==> config.mk <==
export PLATFORM = sky130hd
export DESIGN_NAME = video_beam_timing_and_fetch
export DESIGN_NICKNAME = d
export VERILOG_FILES = /design/src/hw/rtl/vbtf_pkg.sv /design/src/hw/rtl/video_beam_timing_and_fetch.sv
export SDC_FILE = /design/constraint.sdc
export NUM_CORES = 1
export LEC_CHECK = 0
export BUFFER_PORTS_ARGS = -buffer_cell sky130_fd_sc_hd__buf_2
export CAP_MARGIN = 20
export CORE_MARGIN = 3
export CORE_UTILIZATION = 60
export CTS_CLUSTER_SIZE = 10
export DETAILED_ROUTE_END_ITERATION = 16
export PLACE_DENSITY = 0.78
export SYNTH_ARGS = -nofsm -noshare
export SYNTH_HDL_FRONTEND = slang
export SYNTH_SLANG_ARGS = --single-unit
==> constraint.sdc <==
create_clock -name clock -period 3.8 [get_ports clock]
set_input_delay 0.38 -clock clock [delete_from_list [all_inputs] [get_ports clock]]
set_output_delay 0.38 -clock clock [all_outputs]
set_load 0.005 [all_outputs]
==> src/hw/rtl/vbtf_pkg.sv <==
// ----------------------------------------------------------------------------
// vbtf_pkg: shared types and constants for the video beam timing block
// Rate tables, field-rate selection, output mode codes and register indexes.
// ----------------------------------------------------------------------------
package vbtf_pkg;

   localparam int RAM_WORD_BITS       = 18;
   localparam int DECISION_COLUMN     = 1004;
   localparam int LENGTH_LATCH_COLUMN = 108;

   localparam int COL_BITS    = 10;
   localparam int LEN_BITS    = 11;
   localparam int LINE_BITS   = 9;
   localparam int VADDR_BITS  = 23;
   localparam int FADDR_BITS  = 18;
   localparam int PAGE_BITS   = 16;
   localparam int PAGE_SHIFT  = VADDR_BITS - PAGE_BITS;
   localparam int CSR_INDEX_BITS = 2;
   localparam int CSR_DATA_BITS  = 16;

   // column, after the step, at which vertical sync changes
   localparam logic [LEN_BITS-1:0]  VSYNC_COLUMN     = LEN_BITS'(30 * 2);
   localparam logic [LINE_BITS-1:0] VSYNC_END_LINE   = LINE_BITS'(3);
   localparam logic [LEN_BITS+1-1:0] HSYNC_SET_LEAD  = (LEN_BITS + 1)'(50 * 2);
   localparam logic [LEN_BITS+1-1:0] HSYNC_CLR_LEAD  = (LEN_BITS + 1)'(10 * 2);
   localparam logic [LEN_BITS-1:0]  RESET_LINE_LENGTH = LEN_BITS'(1024);

   localparam logic [VADDR_BITS:0] RAM_MASK_WIDE =
      ((VADDR_BITS + 1)'(1) << RAM_WORD_BITS) - (VADDR_BITS + 1)'(1);
   localparam logic [VADDR_BITS-1:0] RAM_MASK = RAM_MASK_WIDE[VADDR_BITS-1:0];

   localparam logic [1:0] VIDEO_MODE_MONO = 2'd2;

   typedef enum logic [1:0] {
      RATE_50 = 2'd0,
      RATE_60 = 2'd1,
      RATE_72 = 2'd2
   } rate_type;

   typedef enum logic [1:0] {
      MODE_SYNC   = 2'd0,
      MODE_BLANK  = 2'd1,
      MODE_BORDER = 2'd2,
      MODE_PIXELS = 2'd3
   } output_mode_type;

   typedef enum logic [1:0] {
      SCHED_NONE  = 2'd0,
      SCHED_BEGIN = 2'd1,
      SCHED_END   = 2'd2
   } schedule_type;

   typedef enum logic [CSR_INDEX_BITS-1:0] {
      CSR_BASE_PAGE  = 2'd0,
      CSR_VIDEO_MODE = 2'd1,
      CSR_SYNC_FIFTY = 2'd2
   } csr_index_type;

   typedef struct packed {
      logic         enable;
      logic         sync;
      schedule_type schedule;
   } vert_flags_type;

   function automatic rate_type rate_select(input logic [1:0] video_mode,
                                            input logic fifty);
      rate_type r;
      if (video_mode == VIDEO_MODE_MONO) r = RATE_72;
      else if (fifty) r = RATE_50;
      else r = RATE_60;
      return r;
   endfunction

   function automatic logic [LEN_BITS-1:0] h_set_en(input rate_type r);
      case (r)
         RATE_50: return LEN_BITS'(56 * 2);
         RATE_60: return LEN_BITS'(52 * 2);
         default: return LEN_BITS'(4 * 2);
      endcase
   endfunction

   function automatic logic [LEN_BITS-1:0] h_reset_en(input rate_type r);
      case (r)
         RATE_50: return LEN_BITS'(376 * 2);
         RATE_60: return LEN_BITS'(372 * 2);
         default: return LEN_BITS'(164 * 2);
      endcase
   endfunction

   function automatic logic [LEN_BITS-1:0] h_set_bl(input rate_type r);
      case (r)
         RATE_50: return LEN_BITS'(450 * 2);
         RATE_60: return LEN_BITS'(450 * 2);
         default: return LEN_BITS'(184 * 2);
      endcase
   endfunction

   function automatic logic [LEN_BITS-1:0] h_reset_bl(input rate_type r);
      case (r)
         RATE_50: return LEN_BITS'(28 * 2);
         RATE_60: return LEN_BITS'(24 * 2);
         default: return LEN_BITS'(2 * 2);
      endcase
   endfunction

   function automatic logic [LEN_BITS-1:0] h_length(input rate_type r);
      case (r)
         RATE_50: return LEN_BITS'(512 * 2);
         RATE_60: return LEN_BITS'(508 * 2);
         default: return LEN_BITS'(224 * 2);
      endcase
   endfunction

   function automatic logic [LINE_BITS-1:0] v_set_en(input rate_type r);
      case (r)
         RATE_50: return LINE_BITS'(63);
         RATE_60: return LINE_BITS'(34);
         default: return LINE_BITS'(1);
      endcase
   endfunction

   function automatic logic [LINE_BITS-1:0] v_reset_en(input rate_type r);
      case (r)
         RATE_50: return LINE_BITS'(263);
         RATE_60: return LINE_BITS'(234);
         default: return LINE_BITS'(401);
      endcase
   endfunction

   function automatic logic [LINE_BITS-1:0] v_height(input rate_type r);
      case (r)
         RATE_50: return LINE_BITS'(313);
         RATE_60: return LINE_BITS'(263);
         default: return LINE_BITS'(500);
      endcase
   endfunction

endpackage

==> src/hw/rtl/video_beam_timing_and_fetch.sv <==
// ----------------------------------------------------------------------------
// video_beam_timing_and_fetch: raster beam timing and video word fetch
// Advances the beam one half-cycle per tick, tracks sync/enable/blank flags
// and issues video memory word fetches while pixels are shown.
// ----------------------------------------------------------------------------
//  channel | direction | handshake             | payload
//  req     | in        | req_valid / req_stall | req_tick
//  rsp     | out       | rsp_valid / rsp_stall | sync, enable, mode, fetch, position
//  csr     | in        | csr_write             | csr_index, csr_data
//
//  one transaction per clock while req_stall is low; its result appears in the output register on the next cycle
//  the beam state updates in the same edge that accepts the tick
//  req_stall is high only while a held result is stalled, so a new tick is taken
//  in the cycle the previous result leaves
//  synchronous reset loads line length 1024 and clears the beam, flags, fetch counter, valid and config registers
// ----------------------------------------------------------------------------
module video_beam_timing_and_fetch (
   input  logic                                 clock,
   input  logic                                 reset,
   input  logic                                 req_valid,
   output logic                                 req_stall,
   input  logic                                 req_tick,
   output logic                                 rsp_valid,
   input  logic                                 rsp_stall,
   output logic                                 rsp_hsync_out,
   output logic                                 rsp_vsync_out,
   output logic                                 rsp_display_enabled,
   output logic [1:0]                           rsp_output_mode,
   output logic                                 rsp_fetch_valid,
   output logic [vbtf_pkg::FADDR_BITS-1:0]      rsp_fetch_address,
   output logic                                 rsp_group_complete,
   output logic [vbtf_pkg::COL_BITS-1:0]        rsp_beam_column,
   output logic [vbtf_pkg::LINE_BITS-1:0]       rsp_beam_line,
   input  logic                                 csr_write,
   input  logic [vbtf_pkg::CSR_INDEX_BITS-1:0]  csr_index,
   input  logic [vbtf_pkg::CSR_DATA_BITS-1:0]   csr_data
);
   import vbtf_pkg::*;

   // configuration
   logic [PAGE_BITS-1:0]  base_page_ff;
   logic [1:0]            video_mode_ff;
   logic                  sync_fifty_ff;

   // beam state
   logic [COL_BITS-1:0]   column_ff,      column_in;
   logic [LINE_BITS-1:0]  line_ff,        line_in;
   logic [LINE_BITS-1:0]  next_line_ff,   next_line_in;
   logic [LEN_BITS-1:0]   line_length_ff, line_length_in;
   logic                  h_blank_ff,     h_blank_in;
   logic                  h_enable_ff,    h_enable_in;
   logic                  h_sync_ff,      h_sync_in;
   vert_flags_type        vert_ff,        vert_in;
   vert_flags_type        next_vert_ff,   next_vert_in;
   logic [VADDR_BITS-1:0] vaddr_ff,       vaddr_in;
   logic [1:0]            fetch_slot_ff,  fetch_slot_in;

   // result register
   logic                  rsp_valid_ff;
   logic                  hsync_ff, vsync_ff, enabled_ff;
   output_mode_type       mode_ff;
   logic                  fetch_ff, group_ff;
   logic [FADDR_BITS-1:0] faddr_ff;
   logic [COL_BITS-1:0]   rsp_col_ff;
   logic [LINE_BITS-1:0]  rsp_line_ff;

   logic                  accept;
   logic                  step;
   rate_type              rate;
   output_mode_type       mode;
   logic                  fetch;
   logic                  group;
   logic [FADDR_BITS-1:0] faddr;
   logic [LEN_BITS-1:0]   col_inc;
   logic [LEN_BITS:0]     col_wide;
   logic [VADDR_BITS-1:0] vaddr_masked;

   assign req_stall = rsp_valid_ff & rsp_stall;
   assign accept    = req_valid & ~req_stall;
   assign step      = accept & req_tick;
   assign rate      = rate_select(video_mode_ff, sync_fifty_ff);
   assign col_inc   = LEN_BITS'(column_ff) + LEN_BITS'(1);
   assign col_wide  = {1'b0, col_inc};
   assign vaddr_masked = vaddr_ff & RAM_MASK;

   always_comb begin
      if (h_sync_ff || vert_ff.sync) mode = MODE_SYNC;
      else if (h_blank_ff) mode = MODE_BLANK;
      else if (!vert_ff.enable) mode = MODE_BORDER;
      else if (h_enable_ff) mode = MODE_PIXELS;
      else mode = MODE_BORDER;
   end

   always_comb begin
      column_in      = column_ff;
      line_in        = line_ff;
      next_line_in   = next_line_ff;
      line_length_in = line_length_ff;
      h_blank_in     = h_blank_ff;
      h_enable_in    = h_enable_ff;
      h_sync_in      = h_sync_ff;
      vert_in        = vert_ff;
      next_vert_in   = next_vert_ff;
      vaddr_in       = vaddr_ff;
      fetch_slot_in  = fetch_slot_ff;
      fetch          = 1'b0;
      group          = 1'b0;
      faddr          = '0;

      if (step) begin
         if (mode == MODE_BLANK) begin
            fetch_slot_in = '0;
         end else if (mode == MODE_PIXELS && column_ff[2:0] == 3'b111) begin
            fetch         = 1'b1;
            faddr         = vaddr_masked[FADDR_BITS-1:0];
            vaddr_in      = vaddr_ff + VADDR_BITS'(1);
            fetch_slot_in = fetch_slot_ff + 2'd1;
            group         = (fetch_slot_in == 2'd0);
         end

         if (column_ff == COL_BITS'(LENGTH_LATCH_COLUMN)) line_length_in = h_length(rate);

         // next line's vertical state is settled here and applied at end of line
         if (column_ff == COL_BITS'(DECISION_COLUMN)) begin
            next_line_in          = line_ff + LINE_BITS'(1);
            next_vert_in          = vert_ff;
            next_vert_in.schedule = SCHED_NONE;
            if (next_line_in == v_set_en(rate)) begin
               next_vert_in.enable = 1'b1;
            end else if (next_line_in == v_reset_en(rate)) begin
               next_vert_in.enable = 1'b0;
            end else if (next_line_in == v_height(rate)) begin
               next_line_in          = '0;
               next_vert_in.schedule = SCHED_BEGIN;
               vaddr_in              = {base_page_ff, PAGE_SHIFT'(0)};
            end else if (next_line_in == VSYNC_END_LINE) begin
               next_vert_in.schedule = SCHED_END;
            end
         end

         if (col_inc == h_reset_bl(rate)) h_blank_in = 1'b0;
         else if (col_inc == h_set_bl(rate)) h_blank_in = 1'b1;
         else if (col_inc == h_reset_en(rate)) h_enable_in = 1'b0;
         else if (col_inc == h_set_en(rate)) h_enable_in = 1'b1;
         else if (col_wide + HSYNC_SET_LEAD == {1'b0, line_length_ff}) h_sync_in = 1'b1;
         else if (col_wide + HSYNC_CLR_LEAD == {1'b0, line_length_ff}) h_sync_in = 1'b0;

         if (vert_ff.schedule != SCHED_NONE && col_inc == VSYNC_COLUMN) begin
            vert_in.sync = (vert_ff.schedule == SCHED_BEGIN);
            if (vert_ff.schedule == SCHED_BEGIN) vert_in.enable = 1'b0;
         end

         if (col_inc == line_length_ff) begin
            column_in = '0;
            vert_in   = next_vert_in;
            line_in   = next_line_in;
         end else begin
            column_in = col_inc[COL_BITS-1:0];
         end
      end
   end

   always_ff @(posedge clock) begin
      if (reset) begin
         base_page_ff  <= '0;
         video_mode_ff <= '0;
         sync_fifty_ff <= 1'b0;
      end else if (csr_write) begin
         case (csr_index)
            CSR_BASE_PAGE:  base_page_ff  <= csr_data[PAGE_BITS-1:0];
            CSR_VIDEO_MODE: video_mode_ff <= csr_data[1:0];
            CSR_SYNC_FIFTY: sync_fifty_ff <= csr_data[0];
            default: ;
         endcase
      end
   end

   always_ff @(posedge clock) begin
      if (reset) begin
         column_ff      <= '0;
         line_ff        <= '0;
         next_line_ff   <= '0;
         line_length_ff <= RESET_LINE_LENGTH;
         h_blank_ff     <= 1'b0;
         h_enable_ff    <= 1'b0;
         h_sync_ff      <= 1'b0;
         vert_ff        <= '{enable: 1'b0, sync: 1'b0, schedule: SCHED_NONE};
         next_vert_ff   <= '{enable: 1'b0, sync: 1'b0, schedule: SCHED_NONE};
         vaddr_ff       <= '0;
         fetch_slot_ff  <= '0;
      end else begin
         column_ff      <= column_in;
         line_ff        <= line_in;
         next_line_ff   <= next_line_in;
         line_length_ff <= line_length_in;
         h_blank_ff     <= h_blank_in;
         h_enable_ff    <= h_enable_in;
         h_sync_ff      <= h_sync_in;
         vert_ff        <= vert_in;
         next_vert_ff   <= next_vert_in;
         vaddr_ff       <= vaddr_in;
         fetch_slot_ff  <= fetch_slot_in;
      end
   end

   always_ff @(posedge clock) begin
      if (reset) begin
         rsp_valid_ff <= 1'b0;
      end else if (accept) begin
         rsp_valid_ff <= 1'b1;
      end else if (!rsp_stall) begin
         rsp_valid_ff <= 1'b0;
      end
   end

   // result payload, loaded with each accepted transaction
   always_ff @(posedge clock) begin
      if (accept) begin
         hsync_ff    <= h_sync_in;
         vsync_ff    <= vert_in.sync;
         enabled_ff  <= h_enable_in & vert_in.enable;
         mode_ff     <= mode;
         fetch_ff    <= fetch;
         faddr_ff    <= faddr;
         group_ff    <= group;
         rsp_col_ff  <= column_in;
         rsp_line_ff <= line_in;
      end
   end

   assign rsp_valid           = rsp_valid_ff;
   assign rsp_hsync_out       = hsync_ff;
   assign rsp_vsync_out       = vsync_ff;
   assign rsp_display_enabled = enabled_ff;
   assign rsp_output_mode     = mode_ff;
   assign rsp_fetch_valid     = fetch_ff;
   assign rsp_fetch_address   = faddr_ff;
   assign rsp_group_complete  = group_ff;
   assign rsp_beam_column     = rsp_col_ff;
   assign rsp_beam_line       = rsp_line_ff;

   // a fetch only happens on the last half-cycle of an 8-wide window while showing pixels
   a_fetch_in_pixels: assert property (@(posedge clock) disable iff (reset)
      rsp_valid_ff && fetch_ff |-> mode_ff == MODE_PIXELS && rsp_col_ff[2:0] == 3'b000)
      else $error("fetch outside pixel window");

   a_no_fetch_quiet: assert property (@(posedge clock) disable iff (reset)
      rsp_valid_ff && !fetch_ff |-> !group_ff && faddr_ff == '0)
      else $error("group or address without fetch");

   a_length_legal: assert property (@(posedge clock) disable iff (reset)
      line_length_ff == RESET_LINE_LENGTH || line_length_ff == h_length(RATE_60) ||
      line_length_ff == h_length(RATE_72))
      else $error("latched line length not from rate table");

   a_column_in_line: assert property (@(posedge clock) disable iff (reset)
      LEN_BITS'(column_ff) < line_length_ff)
      else $error("beam column beyond line length");

   a_idle_tick_holds: assert property (@(posedge clock) disable iff (reset)
      accept && !req_tick |=> $stable(column_ff) && $stable(line_ff) && $stable(vaddr_ff))
      else $error("beam moved on an empty tick");

endmodule
==> metrics.log <==
INFO  metric multiInputGateArea = 3640 um^2
INFO  metric final_antenna_net_count = 0
INFO  metric die-width = 112 um
INFO  metric yosys_most_used_dff = sky130_fd_sc_hd__dfxtp_1
INFO  metric power_report.internal_total = 2330 uW
INFO  metric reg2reg_depth = 11
INFO  metric worst_hold_slack = 193 ps
INFO  metric cts_max_path_buffers = 2
INFO  metric insertion_delay = about 420 ps
INFO  metric layoutNonFillerInstCount = slightly below 1000
INFO  metric hpwl = 12500 um
INFO  metric post-cts-setup-buffers = 0
INFO  metric first_iter_violations = 631
INFO  metric first_global_vias = 5780
INFO  metric power_density = 383 nW/um^2
INFO  metric cts_made_buffers = 17
INFO  metric tns = 0 ps
INFO  metric synth_seq_cells = approximately 120
INFO  metric synth.yosys.warnings = 0
INFO  metric status = complete, no violations
INFO  metric floorplan.core_area = 10900 um^2
INFO  metric hold_path.class = primary input to flip-flop
INFO  metric hold_buffers = 0
INFO  metric finish.utilization = 0.722
INFO  metric clock_sink_count = roughly 120
INFO  metric critical_path_class = flip-flop to flip-flop
INFO  metric aggregate_routed_wire_length = 18200 um
INFO  metric num_antenna_cells = 0
INFO  metric routed_via_density = 6.38
INFO  metric total_number_of_nets_in_the_final_design = between 800 and 900
INFO  metric leakagePower = a little over 0.003 uW
INFO  metric synth-edff-count = 44
INFO  metric post_synth_inst_count = 775
INFO  metric clock_tree.root_cell = sky130_fd_sc_hd__clkbuf_16
INFO  metric grt_pass1_wl = 29800 um
INFO  metric min_tclk_post_route = 3430 ps
INFO  metric rows = 38
INFO  metric worstSetupEndpointType = flip-flop
INFO  metric finalHoldViolations = 0
INFO  metric postSynthAreaPerCell = 8.77 um^2
INFO  metric whs_endpoint = rsp_valid
INFO  metric fillCellCount = 824
INFO  metric p_sw = 695 uW
INFO  metric worstPathArrival = between 3000 and 4000 ps
INFO  metric final_setup_violation_count = 0
INFO  metric hold_path_startpoint = req_valid
INFO  metric drc = 0
INFO  metric share_comb_of_total_power = 0.040
INFO  metric netSwitchingFraction = 0.230
INFO  metric clockPowerShare = 0.502
INFO  metric synth_sequential_area_ratio = 0.421
INFO  metric worst_ir_drop_vdd = 0.324 mV
INFO  metric report.final.slew_viol_count = 0
INFO  metric clock-skew-final = 9.14 ps
INFO  metric timing.max_slew.rel_slack = 0.313
INFO  metric portBuffers = 64
INFO  metric grt.overflow.total = 0
INFO  metric drt_pre_antenna_iters = 6
INFO  metric synth_cell_type_count = 73
INFO  metric grt_antenna_before_repair = 0
INFO  metric worst-slew-pin-transition = just over 1000 ps
INFO  metric layout-area-overhead-vs-synth = 16.1%
INFO  metric timing.hold.worst_path_depth = 3
INFO  metric tritoncts = yes
INFO  metric fp.dieH = approximately 110 um
INFO  metric gp_congestion = roughly 1.1
INFO  metric clkTransAtPathRegs = 60 ps
INFO  metric fmax = ~290 MHz
INFO  metric cap_viol_max_count = 0
INFO  metric largest_fanout_of_any_net_on_the_critical_path = 10
INFO  metric finalCritPeriodShare = 0.903
INFO  metric initial_utilization = 0.622
INFO  metric drt-wirelength-per-cell = 18.5 um
INFO  metric synth-async-reset-ratio = 0
INFO  metric worstReg2RegEnd = h_sync_ff
INFO  metric routed-via-count = 6298
INFO  metric r2r_start = column_ff[0]
INFO  metric die_area = 12600 um^2
INFO  metric cts_max_level = 4
INFO  metric rsz0062_at_grt = false
INFO  metric final-seq-area = 2860 um^2
INFO  metric syn-num-nets = slightly above 800
INFO  metric worst_setup_path_start_kind = flip-flop
INFO  metric fin_total_pwr = 3030 uW
INFO  metric post-place-cells = 955
INFO  metric post_synth_instance_area = between 6000 and 7000 um^2
INFO  metric drive_gt1_frac = 0.176
INFO  metric r2r_setup_slack = 370 ps
INFO  metric required = 4160 ps
INFO  metric share_of_power_burned_in_registers = 0.458
INFO  metric track_usage = 0.294
INFO  metric grt_start_max_net_pins = between 40 and 50
INFO  metric floorplan.io_pins = 70
## cell families (layout without fill, tap and decap cells)
kind of cell	count (synthesis)	in the layout	share of synthesized area
adders and majority gates	8	8	0.0147
xor gates and xnor gates	38	38	0.0532
DFF	121	121	0.421
AOI/OAI and AO/OA	160	160	0.157
muxes	30	30	0.0447
and+or+nand+nor	341	341	0.263
buffers and inverters	77	149	0.0467
## per-stage QoR
step / cell area (um^2) / worst slack (ps)
final: 7900 / 369
after CTS: 7890 / 439
after global routing: 7900 / 83.0
after detailed placement: 7330 / 471
after global placement: 7330 / 562
after floorplan: 6800 / 750
## power by group through the flow
stage               combinational (uW)  clock [uW]  sequential (uW)
finish                             120        1520             1390
CTS                                120        1530             1390
floorplan                         63.7           0             1410
global route                       132        1590             1390
detailed placement                 120           0             1410
global placement                   117           0             1410
## state kept, by name, summed over array words and instances (netlist names), 3 cells and up
register,flops
base_page_ff,11
column_ff,10
line_ff,9
line_length_ff,3
next_line_ff,9
next_vert_ff,4
rsp_beam_column,10
rsp_beam_line,9
rsp_fetch_address,18
vaddr_ff,18
vert_ff,4
## cell usage in the layout, fill, tap and decap left out, types with 12 or more instances in the layout
cell type	count
sky130_fd_sc_hd__a21oi_1	41
sky130_fd_sc_hd__a22oi_1	12
sky130_fd_sc_hd__and2_1	12
sky130_fd_sc_hd__and3_1	33
sky130_fd_sc_hd__buf_2	64
sky130_fd_sc_hd__buf_4	37
sky130_fd_sc_hd__clkbuf_16	19
sky130_fd_sc_hd__dfxtp_1	77
sky130_fd_sc_hd__edfxtp_1	44
sky130_fd_sc_hd__inv_1	15
sky130_fd_sc_hd__mux2i_1	27
sky130_fd_sc_hd__nand2_1	60
sky130_fd_sc_hd__nand3_1	33
sky130_fd_sc_hd__nand4_1	12
sky130_fd_sc_hd__nor2_1	82
sky130_fd_sc_hd__nor2b_1	19
sky130_fd_sc_hd__nor3_1	31
sky130_fd_sc_hd__nor4_1	12
sky130_fd_sc_hd__o21ai_0	33
sky130_fd_sc_hd__xnor2_1	22
sky130_fd_sc_hd__xor2_1	13
## how the worst max path moves through the flow
| stage | start | end | slack (ps) | depth (start not counted) |
|---|---|---|---|---|
| final | column_ff[0] | h_sync_ff | 370 | 11 |
| after CTS | column_ff[0] | h_sync_ff | 440 | 10 |
| after global routing | column_ff[0] | rsp_beam_line[5] | 80 | 9 |
| after detailed placement | column_ff[0] | rsp_hsync_out | 470 | 9 |
| after floorplan | column_ff[1] | rsp_hsync_out | 750 | 11 |
| after global placement | column_ff[0] | rsp_beam_line[1] | 560 | 9 |
## cells in the mapped netlist, types with 8 or more instances
library cell / instances / area (um^2)
sky130_fd_sc_hd__xnor2_1: 22 / 193
sky130_fd_sc_hd__buf_2: 14 / 70.1
sky130_fd_sc_hd__ha_1: 8 / 100
sky130_fd_sc_hd__a22oi_1: 12 / 90.1
sky130_fd_sc_hd__nor4_1: 12 / 75.1
sky130_fd_sc_hd__mux2i_1: 27 / 270
sky130_fd_sc_hd__dfxtp_1: 77 / 1540
sky130_fd_sc_hd__and2_1: 13 / 81.3
sky130_fd_sc_hd__nand3_1: 33 / 165
sky130_fd_sc_hd__nand2_1: 60 / 225
sky130_fd_sc_hd__edfxtp_1: 44 / 1320
sky130_fd_sc_hd__and3_1: 33 / 206
sky130_fd_sc_hd__clkbuf_1: 43 / 161
sky130_fd_sc_hd__nor3_1: 31 / 155
sky130_fd_sc_hd__nor2b_1: 19 / 119
sky130_fd_sc_hd__xor2_1: 13 / 114
sky130_fd_sc_hd__nand4_1: 12 / 75.1
sky130_fd_sc_hd__inv_1: 15 / 56.3
sky130_fd_sc_hd__a221oi_1: 8 / 70.1
sky130_fd_sc_hd__nor2_1: 82 / 308
sky130_fd_sc_hd__a211oi_1: 10 / 75.1
sky130_fd_sc_hd__o21ai_0: 33 / 165
sky130_fd_sc_hd__and4_1: 8 / 70.1
sky130_fd_sc_hd__a21oi_1: 41 / 205
## metal layers
metal  up-vias  global-route usage  part of all wire
met5         -                   0                 0
met4         0               0.111             0.028
met3        53              0.0658             0.078
met2       318               0.479              0.48
met1      2955               0.384              0.42
li1       2972                   -                 -
## timing repair
item | CTS | global route
hold endpoints to repair | 0 | 0
setup endpoints to repair | 0 | 1
gates resized for setup | 0 | 1
## critical path, cell delays in order (launching register included)
cell	delay, ps
sky130_fd_sc_hd__dfxtp_1	510
sky130_fd_sc_hd__ha_1	340
sky130_fd_sc_hd__nand3_1	170
sky130_fd_sc_hd__xor2_1	570
sky130_fd_sc_hd__buf_4	250
sky130_fd_sc_hd__o32ai_1	80
sky130_fd_sc_hd__a21oi_1	200
sky130_fd_sc_hd__xor2_1	110
sky130_fd_sc_hd__or4_1	450
sky130_fd_sc_hd__a2111oi_0	350
sky130_fd_sc_hd__a211o_1	220
sky130_fd_sc_hd__nor2b_4	120
## final cells by class
cell class / count / share of cell area
Timing Repair Buffer: 101 / 0.0758
Clock buffer: 20 / 0.0607
Sequential cell: 121 / 0.363
Multi-Input combinational cell: 577 / 0.461
Tap cell: 140 / 0.0222
Clock inverter: 12 / 0.0106
Inverter: 16 / 0.00761
Power figures use the tool's default switching activity.
